File: config.mk
export PLATFORM = sky130hd
export DESIGN_NAME = pixel_span_two_color_encoder
export DESIGN_NICKNAME = d
export VERILOG_FILES = /design/src/rtl/psc_pkg.sv /design/src/rtl/psc_map.sv /design/src/rtl/psc_cell.sv /design/src/rtl/pixel_span_two_color_encoder.sv
export SDC_FILE = /design/constraint.sdc
export NUM_CORES = 1
export LEC_CHECK = 0
export BUFFER_PORTS_ARGS = -buffer_cell sky130_fd_sc_hd__buf_2
export CAP_MARGIN = 10
export CORE_ASPECT_RATIO = 0.6
export CORE_MARGIN = 4
export CORE_UTILIZATION = 26
export CTS_BUF_LIST = sky130_fd_sc_hd__clkbuf_4 sky130_fd_sc_hd__clkbuf_8
export DETAILED_ROUTE_END_ITERATION = 8
export SYNTH_ARGS = -nofsm -noshare
export SYNTH_HDL_FRONTEND = slang
export SYNTH_SLANG_ARGS = --single-unit
File: constraint.sdc
create_clock -name clk -period 3.7 [get_ports clk]
set_clock_uncertainty 0.05 [all_clocks]
set_input_delay 0.555 -clock clk [delete_from_list [all_inputs] [get_ports clk]]
set_output_delay 0.555 -clock clk [all_outputs]
set_load 0.005 [all_outputs]
File: src/rtl/psc_pkg.sv
// Shared types, constants and the pixel-to-index function of the span encoder.
package psc_pkg;

  localparam int NUM_PIXELS  = 8;
  localparam int PIX_W       = 24;
  localparam int IDX_W       = 4;

  localparam logic [IDX_W-1:0] FG_DEFAULT = 4'd10;
  localparam logic [IDX_W-1:0] BG_DEFAULT = 4'd0;

  // Payload of one span as it travels down the cell row.
  typedef struct packed {
    logic                                mode;
    logic [IDX_W-1:0]                    fg;
    logic                                fg_ok;
    logic [IDX_W-1:0]                    bg;
    logic                                bg_ok;
    logic [NUM_PIXELS-1:0]               pattern;
    logic [NUM_PIXELS-1:0][IDX_W-1:0]    idx;
  } span_t;

  // Map an RGB value to its 16-color index.
  function automatic logic [IDX_W-1:0] pixel_index(input logic [PIX_W-1:0] rgb);
    logic [IDX_W-1:0] c;
    case (rgb)
      24'hFFFFFF:             c = 4'd15;
      24'hFFFF00:             c = 4'd14;
      24'hFF00FF:             c = 4'd13;
      24'hFF0000:             c = 4'd12;
      24'h00FFFF:             c = 4'd11;
      24'h00FF00:             c = 4'd10;
      24'h0000FF:             c = 4'd9;
      24'hC0C0C0, 24'h808080: c = 4'd7;
      24'hC0C000, 24'h808000: c = 4'd6;
      24'hC000C0, 24'h800080: c = 4'd5;
      24'hC00000, 24'h800000: c = 4'd4;
      24'h00C0C0, 24'h008080: c = 4'd3;
      24'h00C000, 24'h008000: c = 4'd2;
      24'h0000C0, 24'h000080: c = 4'd1;
      default:                c = 4'd0;
    endcase
    return c;
  endfunction

endpackage

File: src/rtl/psc_map.sv
// Entry stage: register the color indices of all eight pixels and the mode.
module psc_map (
  input  logic                                        clk,
  input  logic                                        rst_n,
  input  logic                                        take,
  input  logic                                        mode,
  input  logic [psc_pkg::NUM_PIXELS-1:0][psc_pkg::PIX_W-1:0] pixels,
  output logic                                        valid_o,
  output psc_pkg::span_t                              span_o
);

  logic           valid_r;
  psc_pkg::span_t span_r;
  psc_pkg::span_t span_nxt;

  always_comb begin
    span_nxt         = '0;
    span_nxt.mode    = mode;
    span_nxt.fg      = 4'd0;
    span_nxt.bg      = 4'd0;
    for (int i = 0; i < psc_pkg::NUM_PIXELS; i++) begin
      span_nxt.idx[i] = psc_pkg::pixel_index(pixels[i]);
    end
  end

  always_ff @(posedge clk) begin
    if (!rst_n) begin
      valid_r <= 1'b0;
    end else begin
      valid_r <= take;
    end
  end

  always_ff @(posedge clk) begin
    if (take) begin
      span_r <= span_nxt;
    end
  end

  assign valid_o = valid_r;
  assign span_o  = span_r;

endmodule

File: src/rtl/psc_cell.sv
// One scan cell: resolve the leading pixel's bit, update colors, shift the span on.
module psc_cell (
  input  logic           clk,
  input  logic           rst_n,
  input  logic           valid_i,
  input  psc_pkg::span_t span_i,
  output logic           valid_o,
  output psc_pkg::span_t span_o
);

  logic                      valid_r;
  psc_pkg::span_t            span_r;
  psc_pkg::span_t            span_nxt;
  logic [psc_pkg::IDX_W-1:0] c;
  logic                      bit_v;
  logic                      is_fg;
  logic                      is_bg;

  always_comb begin
    span_nxt = span_i;
    c        = span_i.idx[0];
    is_fg    = span_i.fg_ok && (c == span_i.fg);
    is_bg    = span_i.bg_ok && (c == span_i.bg);
    bit_v    = 1'b0;
    if (span_i.mode) begin
      if (is_fg) begin
        bit_v = 1'b1;
      end else if (is_bg) begin
        bit_v = 1'b0;
      end else if ((c == 4'd0) && !span_i.bg_ok) begin
        span_nxt.bg    = 4'd0;
        span_nxt.bg_ok = 1'b1;
      end else if (!span_i.fg_ok) begin
        span_nxt.fg    = c;
        span_nxt.fg_ok = 1'b1;
        bit_v          = 1'b1;
      end else if (!span_i.bg_ok) begin
        span_nxt.bg    = c;
        span_nxt.bg_ok = 1'b1;
      end else if (span_i.fg != 4'd0) begin
        // Smaller index takes over the foreground; earlier bits stand.
        if (c < span_i.fg) begin
          span_nxt.fg = c;
        end
        bit_v = 1'b1;
      end
    end else begin
      bit_v = (c != 4'd0);
    end
    span_nxt.pattern = {span_i.pattern[psc_pkg::NUM_PIXELS-2:0], bit_v};
    // Advance the index lanes so the next pixel leads.
    span_nxt.idx = {psc_pkg::IDX_W'(0), span_i.idx[psc_pkg::NUM_PIXELS-1:1]};
  end

  always_ff @(posedge clk) begin
    if (!rst_n) begin
      valid_r <= 1'b0;
    end else begin
      valid_r <= valid_i;
    end
  end

  always_ff @(posedge clk) begin
    if (valid_i) begin
      span_r <= span_nxt;
    end
  end

  assign valid_o = valid_r;
  assign span_o  = span_r;

endmodule

File: src/rtl/pixel_span_two_color_encoder.sv
// Top level of the eight-pixel two-color span encoder.
// Path: the result of an accepted beat reaches the out_ ports through one entry stage that
//   maps pixels, then one cell per pixel, each of them registered.
// Throughput: one span per cycle; every stage advances each cycle, so busy is low after reset.
// Reset: rst_n is synchronous, active low; it clears all stage valids and color_mode, and holds
//   busy high (cfg_ready low) through reset and the cycle after it. The receiver cannot stall.
module pixel_span_two_color_encoder (
  input  logic        clk,
  input  logic        rst_n,
  // input channel
  input  logic        start,
  output logic        busy,
  input  logic [23:0] in_pixel_0,
  input  logic [23:0] in_pixel_1,
  input  logic [23:0] in_pixel_2,
  input  logic [23:0] in_pixel_3,
  input  logic [23:0] in_pixel_4,
  input  logic [23:0] in_pixel_5,
  input  logic [23:0] in_pixel_6,
  input  logic [23:0] in_pixel_7,
  // result channel
  output logic        out_valid,
  output logic [7:0]  out_pattern,
  output logic [3:0]  out_fore_color,
  output logic [3:0]  out_back_color,
  // configuration channel
  input  logic        cfg_valid,
  output logic        cfg_ready,
  input  logic        cfg_data
);

  localparam int N = psc_pkg::NUM_PIXELS;

  logic                                   busy_r;
  logic                                   color_mode_r;
  logic                                   take;
  logic [N-1:0][psc_pkg::PIX_W-1:0]       pixels;
  logic [N:0]                             stage_valid;
  psc_pkg::span_t                         stage_span [N+1];
  psc_pkg::span_t                         last_span;

  // Busy is a registered copy of reset; the row takes a beat every cycle that busy is low.
  always_ff @(posedge clk) begin
    busy_r <= !rst_n;
  end

  assign busy      = busy_r;
  assign cfg_ready = !busy_r;
  assign take      = start && !busy_r;

  // Mode register, latched per span at entry; user writes only while the row is empty (unchecked).
  always_ff @(posedge clk) begin
    if (!rst_n) begin
      color_mode_r <= 1'b0;
    end else if (cfg_valid && cfg_ready) begin
      color_mode_r <= cfg_data;
    end
  end

  // pixel_0 is leftmost and is scanned first, so it sits in lane 0.
  assign pixels[0] = in_pixel_0;
  assign pixels[1] = in_pixel_1;
  assign pixels[2] = in_pixel_2;
  assign pixels[3] = in_pixel_3;
  assign pixels[4] = in_pixel_4;
  assign pixels[5] = in_pixel_5;
  assign pixels[6] = in_pixel_6;
  assign pixels[7] = in_pixel_7;

  psc_map u_map (
    .clk     (clk),
    .rst_n   (rst_n),
    .take    (take),
    .mode    (color_mode_r),
    .pixels  (pixels),
    .valid_o (stage_valid[0]),
    .span_o  (stage_span[0])
  );

  // One cell per pixel; each consumes the leading lane and hands the span on.
  for (genvar g = 0; g < N; g++) begin : g_cell
    psc_cell u_cell (
      .clk     (clk),
      .rst_n   (rst_n),
      .valid_i (stage_valid[g]),
      .span_i  (stage_span[g]),
      .valid_o (stage_valid[g+1]),
      .span_o  (stage_span[g+1])
    );
  end

  assign last_span = stage_span[N];

  // Drive the result straight off the last cell; fill in defaults for unassigned colors.
  assign out_valid      = stage_valid[N];
  assign out_pattern    = last_span.pattern;
  assign out_fore_color = last_span.fg_ok ? last_span.fg : psc_pkg::FG_DEFAULT;
  assign out_back_color = last_span.bg_ok ? last_span.bg : psc_pkg::BG_DEFAULT;

endmodule

==> results.toml <==
[clocking]
clk_pin_slew_ns = 0.06
cts.sinks = 275
insertion_delay_ns = 0.56
clockRootBuffer = "clkbuf_8"
numCtsBuffers = 43
cts_tree = "yes"
ctsHoldBuffers = 0
ctsResizeCount = 0
h-tree-depth = 2
post_cts_buffers = 0
clockBufferDepth = 3

[synth]
synth.most_common_cell = "edfxtp_1"
syn_avg_cell_area_um2 = 12.1
synth_cell_types = 76
ys_ff_latch = 275
yosys_warnings = 0
yosys-top-cells-area = "edfxtp_1, nor2_1, a22o_1, ha_1, nand4_1"
synth-compound-area-share_pct = 11.9
synth-xor-area-share_pct = 3.47
synth_top_area_cell = "edfxtp_1"
synth-adder-area-share_pct = 2.62
yosys_most_used_dff = "edfxtp_1"
synth_top_family_by_area = "simple AND/OR/NAND/NOR gates"
syn_area_um2 = 13400
syn_inst = 1109
synthMuxAreaShare_pct = 0
synth_nets = 1334
ys_async_sr_fraction_pct = 0
synth_edf_count = 264
synth_seq_area_share_pct = 61.0
synthSimpleGateAreaFrac_pct = 18.6
synthTopCellsByCount = "edfxtp_1, nor2_1, nand2_1, nand4_1, a22o_1"
synth.top_cell.area_share_pct = 59.3

[hold_path]
hold_depth = 3
whs_endpoint = "color_mode_r"
hold_start = "cfg_data"
hold_path_class = "in2reg"

[critical_path]
reg2reg_slack_ns = 1.29
crit_type = "reg2reg"
required_ns = 3.95
startpoint_type = "flop"
path_max_fanout = 5
r2r-end = "g_cell[7].u_cell.span_o[46]"
worstReg2RegStart = "g_cell[6].u_cell.span_o[3]"
endpoint_kind = "flop"
rr_worst_depth = 6
arrival_ns = 2.65

[placement]
numPortBuffers = 215
place_hpwl_um = 22000
gp_congestion = 0.898
placed_area_um2 = 15200

[die]
coreArea_um2 = 50900
start_util_pct = 26.2
die_x_um = 301
die_y_um = 184
fp-row-count = 64
top_level_ports = 216
die_area_um2 = 55200

[global_routing]
groute.usage.overall_pct = 10.1
antenna_found_initial = 1
grt_pass1_wl_um = 46400
grt_pass1_vias = 9164
grt_max_degree = 39
global_route.overflow_total = 0

[pwr]
swShare_pct = 21.8
pwr-share-clk_pct = 38.9
p_leak_nw = 5.79
peakVddDrop_mv = 0.178
power_frac_seq_pct = 55.9
comb_power_share_pct = 5.2
p_per_area_nw_per_um2 = 385
intPower_mw = 4.82
p_sw_mw = 1.34

[timing]
tightestPinTransition_ns = 1.10
fin_crit_ns = 2.41
fin_setup_tns_ns = 0
max_clock_freq_mhz = 416
maxSlewHeadroom_pct = 26.7
timing.final.crit_share_pct = 65.0
finalSetupViolations = 0
finalHoldViolCount = 0
slew_viol_final = 0
rsz0062_at_grt = "false"

[layout]
drive_gt1_share_pct = 23.5
final_area_um2 = 16000
syn2layout_area_growth_pct = 19.8
nets = 1567

[routing]
vias_per_cell = 4.68
wirelength_um = 29300
drc_errors = 0
ant_nets = 0
detail_route.first_pass.iterations = 5
wl_per_cell_um = 14.2
dr_total_vias = 9672
drtIter0Drc = 541

[job]
drv_cap = 0

[status]
outcome = "complete, no violations"
how the worst max path moves through the flow:
stage	cells past startpoint	slack, ns	to	start
after floorplan	1	1.16	u_map.span_o[0]	start
after global placement	6	1.32	g_cell[7].u_cell.span_o[46]	g_cell[6].u_cell.span_o[2]
after detailed placement	6	1.32	g_cell[7].u_cell.span_o[46]	g_cell[6].u_cell.span_o[2]
after CTS	6	1.29	g_cell[7].u_cell.span_o[46]	g_cell[6].u_cell.span_o[3]
after global routing	6	1.13	g_cell[7].u_cell.span_o[46]	g_cell[6].u_cell.span_o[3]
final	6	1.29	g_cell[7].u_cell.span_o[46]	g_cell[6].u_cell.span_o[3]
power groups by stage:
stage	logic (mW)	clock network [mW]	registers, mW
after CTS	0.321	2.51	3.45
after global placement	0.310	0	3.51
after global routing	0.358	2.67	3.45
after floorplan	0.146	0	3.51
final	0.321	2.39	3.45
after detailed placement	0.320	0	3.51
layout by cell type (no fill, tap or decap), drive strengths merged, types with 13 or more instances in the layout:
master	synthesis	final
nor3	26	26
ha	28	28
edfxtp	264	264
xor2	35	35
nand3	41	41
a21oi	22	22
nor4	38	38
inv	48	50
nand2	72	72
nor2b	13	13
a22o	49	49
o21ai	23	23
nor2	119	119
o21bai	16	16
nand4	54	54
clkinv	0	15
clkbuf	23	58
or3	18	18
and2	22	22
xnor2	18	18
or2	14	14
buf	8	219
per-stage QoR:
step	worst slack [ns]	util, %	power [mW]	hold slack [ns]	cells
floorplan	1.16	-	3.65	0.350	1109
global placement	1.32	29.8	3.82	0.355	1990
detailed placement	1.32	29.8	3.83	0.355	1990
CTS	1.29	31.4	6.28	0.145	2066
global route	1.13	31.4	6.48	0.203	2067
finish	1.29	31.4	6.16	0.201	2067
sequential cells by signal, indices dropped and copies added (netlist names):
signal / count
g_cell.u_cell.span_o: 231
u_map.span_o: 33
g_cell.u_cell.valid_o: 8
busy: 1
color_mode_r: 1
u_map.valid_o: 1
area by class of cell:
type | instances | area [um2]
diodes | 1 | 2.50
clock buffers | 58 | 711
clock inverters | 18 | 92.6
fillers | 5154 | 34900
inverters | 48 | 180
multi-input cells | 755 | 4900
flip-flops and latches | 275 | 8150
well taps | 693 | 867
repair buffers | 219 | 1110
kinds of logic after synthesis:
logic type | Yosys count
AOI/OAI and AO/OA | 210
xor gates and xnor gates | 53
adders and majority gates | 28
buffers and inverters | 79
DFF | 275
and+or+nand+nor | 464
routing by layer:
layer | wire [um] | share of wire (%) | track usage [%]
met1 | 14000 | 48 | 14.5
met2 | 12900 | 44 | 15.6
met3 | 1980 | 6.8 | 2.43
met4 | 402 | 1.4 | 2.41
met5 | 0 | 0 | 0
critical path: stages (launching register included):
cell,delay (ns)
edfxtp_1,0.48
ha_1,0.38
and4b_1,0.20
o31ai_1,0.29
nor2_1,0.07
or4_4,0.44
a22o_1,0.25
Power figures use the tool's default switching activity.
